File: src/hdl/rmv_pkg.sv
`default_nettype none
// ----------------------------------------------------------------------------
// rmv_pkg
// Shared opcodes, constants and controller/datapath interface types for the
// running mean / variance / min / max block.
// ----------------------------------------------------------------------------
package rmv_pkg;

  // opcodes carried by an input item
  localparam logic OP_ADD   = 1'b0;
  localparam logic OP_CLEAR = 1'b1;

  // variance stays zero below this many samples
  localparam int unsigned MIN_COUNT_FOR_VAR = 2;

  // commands from the controller to the datapath
  typedef struct packed {
    logic take;         // item accepted: add sample or clear
    logic div_step;     // one restoring divider step
    logic mul_step;     // one shift-add multiplier step
    logic mean_upd;     // write the new mean from the quotient
    logic mula_load;    // start |d1| * |d2|
    logic mulb_load;    // keep m2, start spread * (n - 1)
    logic acc_chk;      // form the sum, check range, start the variance divide
    logic spread_upd;   // write the variance quotient
    logic out_load;     // copy the statistics to the result registers
  } rmv_cmd_t;

  // status from the datapath to the controller
  typedef struct packed {
    logic var_skip;     // count below the variance minimum
    logic acc_sat;      // variance quotient would not fit
  } rmv_stat_t;

endpackage
`default_nettype wire

File: src/hdl/running_mean_variance_minmax.sv
`default_nettype none
// ----------------------------------------------------------------------------
// running_mean_variance_minmax
// Running count, mean, population variance, min, max and last sample of a
// stream of signed samples, with a clear command.
// ----------------------------------------------------------------------------
// One item at a time. A clear item goes straight to the result state.
// An add item runs the mean divide, then the variance multiplies and
// divide; the first sample after a clear skips the variance.
// The time is set by one bit-serial restoring divider, used for the mean step
// and the variance divide, and one shift-add multiplier, used for |d1|*|d2|
// and spread*(n-1), each retiring one bit a cycle. The result sits in an
// output register, so the next item is accepted while a result waits.
// The mean is signed Q(SAMPLE_BITS).(FRAC_BITS), the variance unsigned
// Q(2*SAMPLE_BITS).(FRAC_BITS) and saturates at all ones; the count saturates.
module running_mean_variance_minmax #(
  parameter int unsigned SAMPLE_BITS = 16,
  parameter int unsigned FRAC_BITS   = 16,
  parameter int unsigned COUNT_BITS  = 32
) (
  input  wire logic                                 clk_i,
  input  wire logic                                 rst_ni,
  input  wire logic                                 in_valid_i,
  output logic                                      in_ready_o,
  input  wire logic                                 opcode_i,
  input  wire logic signed [SAMPLE_BITS-1:0]        sample_i,
  output logic                                      out_valid_o,
  input  wire logic                                 out_ready_i,
  output logic signed [SAMPLE_BITS+FRAC_BITS-1:0]   mean_o,
  output logic [2*SAMPLE_BITS+FRAC_BITS-1:0]        spread_o,
  output logic signed [SAMPLE_BITS-1:0]             smallest_o,
  output logic signed [SAMPLE_BITS-1:0]             largest_o,
  output logic [COUNT_BITS-1:0]                     sample_count_o,
  output logic signed [SAMPLE_BITS-1:0]             latest_o,
  output logic                                      empty_res_o
);

  rmv_pkg::rmv_cmd_t  cmd;
  rmv_pkg::rmv_stat_t stat;

  rmv_ctrl #(
    .SAMPLE_BITS (SAMPLE_BITS),
    .FRAC_BITS   (FRAC_BITS),
    .COUNT_BITS  (COUNT_BITS)
  ) u_ctrl (
    .clk_i       (clk_i),
    .rst_ni      (rst_ni),
    .in_valid_i  (in_valid_i),
    .in_ready_o  (in_ready_o),
    .opcode_i    (opcode_i),
    .out_valid_o (out_valid_o),
    .out_ready_i (out_ready_i),
    .cmd_o       (cmd),
    .stat_i      (stat)
  );

  rmv_dp #(
    .SAMPLE_BITS (SAMPLE_BITS),
    .FRAC_BITS   (FRAC_BITS),
    .COUNT_BITS  (COUNT_BITS)
  ) u_dp (
    .clk_i          (clk_i),
    .rst_ni         (rst_ni),
    .cmd_i          (cmd),
    .stat_o         (stat),
    .opcode_i       (opcode_i),
    .sample_i       (sample_i),
    .mean_o         (mean_o),
    .spread_o       (spread_o),
    .smallest_o     (smallest_o),
    .largest_o      (largest_o),
    .sample_count_o (sample_count_o),
    .latest_o       (latest_o),
    .empty_res_o    (empty_res_o)
  );

endmodule
`default_nettype wire

File: src/hdl/rmv_ctrl.sv
`default_nettype none
// ----------------------------------------------------------------------------
// rmv_ctrl
// Sequencer for one item: handshakes, step counter for the shared divider and
// multiplier, and the result valid flag.
// ----------------------------------------------------------------------------
module rmv_ctrl #(
  parameter int unsigned SAMPLE_BITS = 16,
  parameter int unsigned FRAC_BITS   = 16,
  parameter int unsigned COUNT_BITS  = 32
) (
  input  wire logic              clk_i,
  input  wire logic              rst_ni,
  input  wire logic              in_valid_i,
  output logic                   in_ready_o,
  input  wire logic              opcode_i,
  output logic                   out_valid_o,
  input  wire logic              out_ready_i,
  output rmv_pkg::rmv_cmd_t      cmd_o,
  input  wire rmv_pkg::rmv_stat_t stat_i
);

  localparam int unsigned DW    = SAMPLE_BITS + FRAC_BITS + 1;
  localparam int unsigned SW    = 2 * SAMPLE_BITS + FRAC_BITS;
  localparam int unsigned CNT_W = $clog2(SW + 1);

  localparam logic [3:0] ST_IDLE = 4'd0;
  localparam logic [3:0] ST_DIV1 = 4'd1;
  localparam logic [3:0] ST_MEAN = 4'd2;
  localparam logic [3:0] ST_D2   = 4'd3;
  localparam logic [3:0] ST_MULA = 4'd4;
  localparam logic [3:0] ST_M2   = 4'd5;
  localparam logic [3:0] ST_MULB = 4'd6;
  localparam logic [3:0] ST_ACC  = 4'd7;
  localparam logic [3:0] ST_DIV2 = 4'd8;
  localparam logic [3:0] ST_SPR  = 4'd9;
  localparam logic [3:0] ST_FIN  = 4'd10;

  logic [3:0]       state_q, state_d;
  logic [CNT_W-1:0] cnt_q, cnt_d;
  logic             out_valid_q, out_valid_d;
  logic             last;

  assign last = (cnt_q == '0);

  always_comb begin
    state_d    = state_q;
    cnt_d      = cnt_q;
    cmd_o      = '0;
    in_ready_o = 1'b0;
    unique case (state_q)
      ST_IDLE: begin
        in_ready_o = 1'b1;
        if (in_valid_i) begin
          cmd_o.take = 1'b1;
          cnt_d      = CNT_W'(DW - 1);
          state_d    = (opcode_i == rmv_pkg::OP_CLEAR) ? ST_FIN : ST_DIV1;
        end
      end
      ST_DIV1: begin
        cmd_o.div_step = 1'b1;
        cnt_d          = cnt_q - CNT_W'(1);
        if (last) state_d = ST_MEAN;
      end
      ST_MEAN: begin
        cmd_o.mean_upd = 1'b1;
        state_d        = stat_i.var_skip ? ST_FIN : ST_D2;
      end
      ST_D2: begin
        cmd_o.mula_load = 1'b1;
        cnt_d           = CNT_W'(DW - 1);
        state_d         = ST_MULA;
      end
      ST_MULA: begin
        cmd_o.mul_step = 1'b1;
        cnt_d          = cnt_q - CNT_W'(1);
        if (last) state_d = ST_M2;
      end
      ST_M2: begin
        cmd_o.mulb_load = 1'b1;
        cnt_d           = CNT_W'(COUNT_BITS - 1);
        state_d         = ST_MULB;
      end
      ST_MULB: begin
        cmd_o.mul_step = 1'b1;
        cnt_d          = cnt_q - CNT_W'(1);
        if (last) state_d = ST_ACC;
      end
      ST_ACC: begin
        cmd_o.acc_chk = 1'b1;
        cnt_d         = CNT_W'(SW - 1);
        state_d       = stat_i.acc_sat ? ST_FIN : ST_DIV2;
      end
      ST_DIV2: begin
        cmd_o.div_step = 1'b1;
        cnt_d          = cnt_q - CNT_W'(1);
        if (last) state_d = ST_SPR;
      end
      ST_SPR: begin
        cmd_o.spread_upd = 1'b1;
        state_d          = ST_FIN;
      end
      ST_FIN: begin
        // hold the finished item until the result register is free
        if (!out_valid_q || out_ready_i) begin
          cmd_o.out_load = 1'b1;
          state_d        = ST_IDLE;
        end
      end
      default: begin
        state_d = ST_IDLE;
      end
    endcase
  end

  always_comb begin
    priority if (cmd_o.out_load) begin
      out_valid_d = 1'b1;
    end else if (out_ready_i) begin
      out_valid_d = 1'b0;
    end else begin
      out_valid_d = out_valid_q;
    end
  end

  assign out_valid_o = out_valid_q;

  always_ff @(posedge clk_i or negedge rst_ni) begin
    if (!rst_ni) begin
      state_q     <= ST_IDLE;
      cnt_q       <= '0;
      out_valid_q <= 1'b0;
    end else begin
      state_q     <= state_d;
      cnt_q       <= cnt_d;
      out_valid_q <= out_valid_d;
    end
  end

`ifndef SYNTHESIS
  a_clear_to_fin: assert property (@(posedge clk_i) disable iff (!rst_ni)
    (in_valid_i && in_ready_o && opcode_i == rmv_pkg::OP_CLEAR) |=> state_q == ST_FIN)
    else $error("clear item did not go straight to the result state");

  a_div2_end: assert property (@(posedge clk_i) disable iff (!rst_ni)
    (state_q == ST_DIV2 && last) |=> state_q == ST_SPR)
    else $error("variance divide did not end after its last step");

  a_mulb_bound: assert property (@(posedge clk_i) disable iff (!rst_ni)
    (state_q == ST_MULB) |-> cnt_q < CNT_W'(COUNT_BITS))
    else $error("multiplier step count out of range");

  a_no_overwrite: assert property (@(posedge clk_i) disable iff (!rst_ni)
    (state_q == ST_FIN && out_valid_q && !out_ready_i) |=> state_q == ST_FIN)
    else $error("result overwritten before it was taken");
`endif

endmodule
`default_nettype wire

File: src/hdl/rmv_dp.sv
`default_nettype none
// ----------------------------------------------------------------------------
// rmv_dp
// Statistics registers, shared restoring divider, shared shift-add
// multiplier and the result registers.
// ----------------------------------------------------------------------------
module rmv_dp #(
  parameter int unsigned SAMPLE_BITS = 16,
  parameter int unsigned FRAC_BITS   = 16,
  parameter int unsigned COUNT_BITS  = 32
) (
  input  wire logic                                   clk_i,
  input  wire logic                                   rst_ni,
  input  wire rmv_pkg::rmv_cmd_t                      cmd_i,
  output rmv_pkg::rmv_stat_t                          stat_o,
  input  wire logic                                   opcode_i,
  input  wire logic signed [SAMPLE_BITS-1:0]          sample_i,
  output logic signed [SAMPLE_BITS+FRAC_BITS-1:0]     mean_o,
  output logic [2*SAMPLE_BITS+FRAC_BITS-1:0]          spread_o,
  output logic signed [SAMPLE_BITS-1:0]               smallest_o,
  output logic signed [SAMPLE_BITS-1:0]               largest_o,
  output logic [COUNT_BITS-1:0]                       sample_count_o,
  output logic signed [SAMPLE_BITS-1:0]               latest_o,
  output logic                                        empty_res_o
);

  localparam int unsigned S   = SAMPLE_BITS;
  localparam int unsigned F   = FRAC_BITS;
  localparam int unsigned C   = COUNT_BITS;
  localparam int unsigned MW  = S + F;
  localparam int unsigned SW  = 2 * S + F;
  localparam int unsigned DW  = MW + 1;
  localparam int unsigned EXT = (C > F + 2) ? C : F + 2;
  localparam int unsigned PW  = SW + EXT;
  localparam int unsigned AW  = PW + 1;
  localparam int unsigned HW  = AW - SW;
  localparam int unsigned LW  = (DW > C) ? DW : C;
  localparam int unsigned M2W = SW + 2;

  // statistics
  logic [MW-1:0] mean_q, mean_d;
  logic [SW-1:0] spread_q, spread_d;
  logic [S-1:0]  min_q, min_d, max_q, max_d, latest_q, latest_d;
  logic [C-1:0]  count_q, count_d;

  // working registers
  logic [SW-1:0]  dvd_q, dvd_d;
  logic [C-1:0]   rem_q, rem_d;
  logic           d1_neg_q, d1_neg_d;
  logic [DW-1:0]  a1_q, a1_d;
  logic [PW-1:0]  mcand_q, mcand_d, prod_q, prod_d;
  logic [LW-1:0]  mlr_q, mlr_d;
  logic [M2W-1:0] m2_q, m2_d;

  logic [DW-1:0] mean_ext, xs_in, xs_cur, d1, a1, d2, a2, quo, delta, nm;
  logic [C:0]    trial, trial_sub;
  logic          ge;
  logic [AW-1:0] acc;
  logic [HW-1:0] acc_hi;
  logic          is_add;

  assign is_add   = (opcode_i == rmv_pkg::OP_ADD);
  assign mean_ext = {mean_q[MW-1], mean_q};
  assign xs_in    = {sample_i[S-1], sample_i, {F{1'b0}}};
  assign xs_cur   = {latest_q[S-1], latest_q, {F{1'b0}}};

  assign d1 = xs_in - mean_ext;
  assign a1 = d1[DW-1] ? DW'(~d1 + DW'(1)) : d1;
  assign d2 = xs_cur - mean_ext;
  assign a2 = d2[DW-1] ? DW'(~d2 + DW'(1)) : d2;

  // truncating mean step: quotient of |d1| / n carries the sign of d1
  assign quo   = dvd_q[DW-1:0];
  assign delta = d1_neg_q ? DW'(~quo + DW'(1)) : quo;
  assign nm    = mean_ext + delta;

  // restoring divider step
  assign trial     = {rem_q, dvd_q[SW-1]};
  assign trial_sub = trial - {1'b0, count_q};
  assign ge        = (trial >= {1'b0, count_q});

  // (n-1)*var + m2, and whether the quotient by n overflows the field
  assign acc    = {1'b0, prod_q} + AW'(m2_q);
  assign acc_hi = acc[AW-1:SW];

  assign stat_o.var_skip = (count_q < C'(rmv_pkg::MIN_COUNT_FOR_VAR));
  assign stat_o.acc_sat  = (acc_hi >= HW'(count_q));

  always_comb begin
    mean_d   = mean_q;
    spread_d = spread_q;
    min_d    = min_q;
    max_d    = max_q;
    latest_d = latest_q;
    count_d  = count_q;
    if (cmd_i.take) begin
      if (is_add) begin
        latest_d = sample_i;
        count_d  = (count_q != '1) ? count_q + C'(1) : count_q;
        if ($signed(sample_i) < $signed(min_q)) min_d = sample_i;
        if ($signed(sample_i) > $signed(max_q)) max_d = sample_i;
      end else begin
        mean_d   = '0;
        spread_d = '0;
        min_d    = {1'b0, {(S-1){1'b1}}};
        max_d    = {1'b1, {(S-1){1'b0}}};
        count_d  = '0;
        latest_d = '0;
      end
    end
    if (cmd_i.mean_upd) begin
      mean_d = nm[MW-1:0];
      if (stat_o.var_skip) spread_d = '0;
    end
    if (cmd_i.acc_chk && stat_o.acc_sat) spread_d = '1;
    if (cmd_i.spread_upd) spread_d = dvd_q;
  end

  always_comb begin
    dvd_d    = dvd_q;
    rem_d    = rem_q;
    d1_neg_d = d1_neg_q;
    a1_d     = a1_q;
    mcand_d  = mcand_q;
    mlr_d    = mlr_q;
    prod_d   = prod_q;
    m2_d     = m2_q;
    priority if (cmd_i.take) begin
      d1_neg_d = d1[DW-1];
      a1_d     = a1;
      dvd_d    = {a1, {(SW-DW){1'b0}}};
      rem_d    = '0;
    end else if (cmd_i.div_step) begin
      dvd_d = {dvd_q[SW-2:0], ge};
      rem_d = ge ? trial_sub[C-1:0] : trial[C-1:0];
    end else if (cmd_i.mula_load) begin
      mcand_d = PW'(a1_q);
      mlr_d   = LW'(a2);
      prod_d  = '0;
    end else if (cmd_i.mul_step) begin
      if (mlr_q[0]) prod_d = prod_q + mcand_q;
      mcand_d = {mcand_q[PW-2:0], 1'b0};
      mlr_d   = {1'b0, mlr_q[LW-1:1]};
    end else if (cmd_i.mulb_load) begin
      m2_d    = prod_q[F +: M2W];
      mcand_d = PW'(spread_q);
      mlr_d   = LW'(count_q - C'(1));
      prod_d  = '0;
    end else if (cmd_i.acc_chk) begin
      rem_d = acc_hi[C-1:0];
      dvd_d = acc[SW-1:0];
    end else begin
      dvd_d = dvd_q;
    end
  end

  always_ff @(posedge clk_i or negedge rst_ni) begin
    if (!rst_ni) begin
      mean_q   <= '0;
      spread_q <= '0;
      min_q    <= {1'b0, {(S-1){1'b1}}};
      max_q    <= {1'b1, {(S-1){1'b0}}};
      count_q  <= '0;
      latest_q <= '0;
    end else begin
      mean_q   <= mean_d;
      spread_q <= spread_d;
      min_q    <= min_d;
      max_q    <= max_d;
      count_q  <= count_d;
      latest_q <= latest_d;
    end
  end

  always_ff @(posedge clk_i) begin
    dvd_q    <= dvd_d;
    rem_q    <= rem_d;
    d1_neg_q <= d1_neg_d;
    a1_q     <= a1_d;
    mcand_q  <= mcand_d;
    mlr_q    <= mlr_d;
    prod_q   <= prod_d;
    m2_q     <= m2_d;
  end

  // result registers
  always_ff @(posedge clk_i) begin
    if (cmd_i.out_load) begin
      mean_o         <= mean_q;
      spread_o       <= spread_q;
      smallest_o     <= min_q;
      largest_o      <= max_q;
      sample_count_o <= count_q;
      latest_o       <= latest_q;
      empty_res_o    <= (count_q == '0);
    end
  end

endmodule
`default_nettype wire
File: config.mk
export PLATFORM = sky130hd
export DESIGN_NAME = running_mean_variance_minmax
export DESIGN_NICKNAME = d
export VERILOG_FILES = /design/src/hdl/rmv_pkg.sv /design/src/hdl/running_mean_variance_minmax.sv /design/src/hdl/rmv_ctrl.sv /design/src/hdl/rmv_dp.sv
export SDC_FILE = /design/constraint.sdc
export NUM_CORES = 2
export LEC_CHECK = 0
export ABC_AREA = 1
export BUFFER_PORTS_ARGS = -buffer_cell sky130_fd_sc_hd__buf_4
export CAP_MARGIN = 20
export CORE_UTILIZATION = 58
export DETAILED_ROUTE_END_ITERATION = 16
export PLACE_DENSITY = 0.78
export SKIP_CTS_REPAIR_TIMING = 1
export SYNTH_ARGS = -nofsm -noshare
export SYNTH_HDL_FRONTEND = slang
export SYNTH_SLANG_ARGS = --single-unit
export TNS_END_PERCENT = 10
File: constraint.sdc
create_clock -name clk_i -period 7.9 [get_ports clk_i]
set_input_delay 1.58 -clock clk_i [delete_from_list [all_inputs] [get_ports clk_i]]
set_output_delay 1.58 -clock clk_i [all_outputs]
set_load 0.02 [all_outputs]
==> results.json <==
{
  "cts-root-buf": "clkbuf_16",
  "gr-total-overflow": 0,
  "synth_nets": 6973,
  "yosysSeqAreaShare_pct": 39.4,
  "gp_congestion": 1.10,
  "syn_inst": 6654,
  "end_kind": "register",
  "start_util_pct": 58.7,
  "fin_tns_setup_ns": 0,
  "worstSetupPathType": "reg -> reg",
  "remaining_drc_errors": 0,
  "cpPeakStageDelay_ns": 0.65,
  "drtAntennaViolNets": 0,
  "yosys.area_share.simple_pct": 27.3,
  "placementRows": 106,
  "crit_required_ns": 8.47,
  "hold_slack_ns": 0.449,
  "synthFlopType": "edfxtp_1",
  "synth-async-reset-ratio_pct": 24.8,
  "fin_crit_ns": 5.42,
  "antenna_found_initial": 11,
  "area_growth_pct": 10.6,
  "filler_cell_count": 7488,
  "grt_pass1_wl_um": 283000,
  "core_area_sq_um": 83800,
  "synth_top_family_by_area": "simple AND/OR/NAND/NOR gates",
  "vias_per_cell": 6.17,
  "synth_cell_types": 73,
  "fp.dieW_um": 293,
  "cts_tree": "yes",
  "grt_pass1_vias": 44759,
  "use_met2_pct": 61.5,
  "dr.first_iter.drc_count": 7167,
  "wl_um": 195000,
  "hold_viol_final": 0,
  "syn-cell-area_sq_um": 49200,
  "cp_slowest_cell": "nand2_2",
  "firstDrtPassIters": 7,
  "drive_gt1_share_pct": 7.16,
  "cpMostUsedCell": "nand2_1",
  "clockBufferDepth": 3,
  "fin_crit_sh_pct": 68.6,
  "grt_usage_pct": 44.5,
  "wl_per_cell_um": 24.4,
  "arrival_ns": 5.99,
  "yosys.area_share.xor_xnor_pct": 3.14,
  "cts_made_buffers": 78,
  "clock_skew_ns": 0.0224,
  "clkSinkCount": 689,
  "timing.final.setup_violations": 0,
  "clock_latency_ns": 0.68,
  "hp-class": "reg -> reg",
  "io_buffers": 183,
  "path_max_fanout": 49,
  "ioPinCount": 184,
  "final_area_sq_um": 54400,
  "status": "complete, no violations",
  "final_util_pct": 65.0,
  "maxSlewViolCount": 0,
  "placed_area_sq_um": 51700,
  "h-tree-depth": 3,
  "avgSynthCellArea_sq_um": 7.40,
  "rsz0062_at_grt": "false",
  "grtUsageMet3_pct": 13.8,
  "synthAdderAreaFrac_pct": 7.64,
  "layout.nets": 7124,
  "synth_mux_area_share_pct": 0,
  "dieArea_sq_um": 86000,
  "yosys_warnings": 0,
  "dp_hpwl_um": 154000,
  "cap_violations": 0,
  "vias": 49429,
  "die_h_um": 293,
  "grt_max_degree": 160,
  "grt_busiest_layer": "met1",
  "synth-seq-cells": 689,
  "startpoint_type": "register",
  "synth_compound_area_share_pct": 14.7,
  "relSlewSlack_pct": 14.8,
  "use_met1_pct": 64.4,
  "fmax_ghz": 0.185,
  "clkTransAtPathRegs_ns": 0.07,
  "tightest_slew_ns": 1.27,
  "synth-edff-count": 471
}
-- cells by family after synthesis --
| kind of cell | count (synthesis) |
|---|---|
| and+or+nand+nor | 3206 |
| AOI/OAI and AO/OA | 1276 |
| buffers and inverters | 1014 |
| DFF | 689 |
| adders and majority gates | 298 |
| xor gates and xnor gates | 171 |
-- cell type report --
cell class / instances / area, sq um / share of cell area [%]
flip-flops and latches: 689 / 19400 / 35.6
multi-input cells: 4951 / 26000 / 47.8
repair buffers: 212 / 1640 / 3.00
inverters: 873 / 3280 / 6.02
diodes: 1 / 2.50 / 0.00460
clock buffers: 98 / 2130 / 3.91
clock inverters: 48 / 558 / 1.02
well taps: 1134 / 1420 / 2.61
-- worst paths after layout --
| path | startpoint | endpoint | slack, ns | cells after the start |
|---|---|---|---|---|
| setup reg to reg | u_dp.prod_q[0]$_SDFFCE_PP0P_ | u_dp.spread_q[10]$_DFF_PN0_ | 2.48 | 32 |
| setup / recovery | u_dp.prod_q[0]$_SDFFCE_PP0P_ | u_dp.spread_q[10]$_DFF_PN0_ | 2.48 | 32 |
| max in group asynchronous | rst_ni | u_dp.spread_q[44]$_DFF_PN0_ | 5.40 | 2 |
| hold reg to reg | u_dp.max_q[4]$_DFFE_PN0P_ | u_dp.largest_o[4]$_DFFE_PP_ | 0.45 | 0 |
| min in group asynchronous | rst_ni | u_dp.mean_q[27]$_DFFE_PN0P_ | 0.93 | 1 |
| hold / removal | u_dp.max_q[4]$_DFFE_PN0P_ | u_dp.largest_o[4]$_DFFE_PP_ | 0.45 | 0 |
-- cell usage in the layout, fill, tap and decap left out, drive strengths merged, types with 68 or more instances in the layout --
cell type,Yosys,final
nand2,1676,1676
nor2,898,898
inv,870,877
a21oi,498,498
edfxtp,471,471
o21ai,423,423
nand3,375,375
ha,294,294
buf,38,210
dfrtp,155,155
xor2,144,144
clkbuf,103,100
nor3,90,90
nand4,79,79
a31oi,68,68
-- per-stage QoR --
stage | cells | setup slack [ns]
global route | 8005 | 2.16
CTS | 8002 | 2.71
finish | 8006 | 2.48
global placement | 7856 | 2.86
floorplan | 6654 | -0.349
detailed placement | 7856 | 2.72
-- metal layers --
metal,vias to the layer above,part of all wire [%],wire (um)
li1,22578,-,-
met1,22973,41,79800
met2,3391,40,77200
met3,475,15,29100
met4,12,4.7,9140
met5,-,0.059,115
-- cells in the mapped netlist, types with 9 or more instances --
cell      count  area (sq um)
nand2_1    1644          6170
nor2_1      856          3210
inv_1       846          3180
a21oi_1     496          2480
edfxtp_1    471         14100
o21ai_0     398          1990
nand3_1     373          1870
ha_1        294          3680
dfrtp_1     155          3880
xor2_1      140          1230
clkbuf_1    103           387
nor3_1       86           430
nand4_1      77           482
a31oi_1      68           425
dfxtp_1      47           941
o21a_1       47           353
o211ai_1     41           308
a21o_1       39           293
nor4_1       35           219
o21bai_1     32           240
nor2_2       30           188
buf_2        29           145
nand2_2      29           181
xnor2_1      26           228
nand3b_1     25           188
o22ai_1      25           156
inv_2        24          90.1
o21ai_1      23           115
a21boi_0     19           143
o31ai_1      17           128
a22o_1       16           140
dfstp_2      16           420
a22oi_1      13          97.6
nor2_4       10           113
or2_2        10          62.6
a211oi_1      9          67.6
and2_1        9          56.3
-- critical path: cells and delay by family, from the launching register on --
family | cells | cell delay (ns)
AO/OA/AOI/OAI | 3 | 1.11
buffers and inverters | 4 | 0.25
XOR/XNOR | 1 | 0.20
AND/OR/NAND/NOR | 21 | 2.44
adder cells (fa/ha/maj) | 3 | 0.89
flip-flops | 1 | 0.37
-- registers in the layout, summed over array words and instances (netlist names), 6 cells and up --
name,count
u_dp.mcand_q,80
u_dp.prod_q,80
u_dp.m2_q,50
u_dp.dvd_q,48
u_dp.spread_o,48
u_dp.spread_q,48
u_dp.a1_q,33
u_dp.mlr_q,33
u_dp.count_q,32
u_dp.mean_o,32
u_dp.mean_q,32
u_dp.rem_q,32
u_dp.sample_count_o,32
u_dp.largest_o,16
u_dp.latest_o,16
u_dp.latest_q,16
u_dp.max_q,16
u_dp.min_q,16
u_dp.smallest_o,16
u_ctrl.cnt_q,6
Power is not shown: default switching activity piles up to over one toggle a cycle in this logic, so the estimate is an artifact.
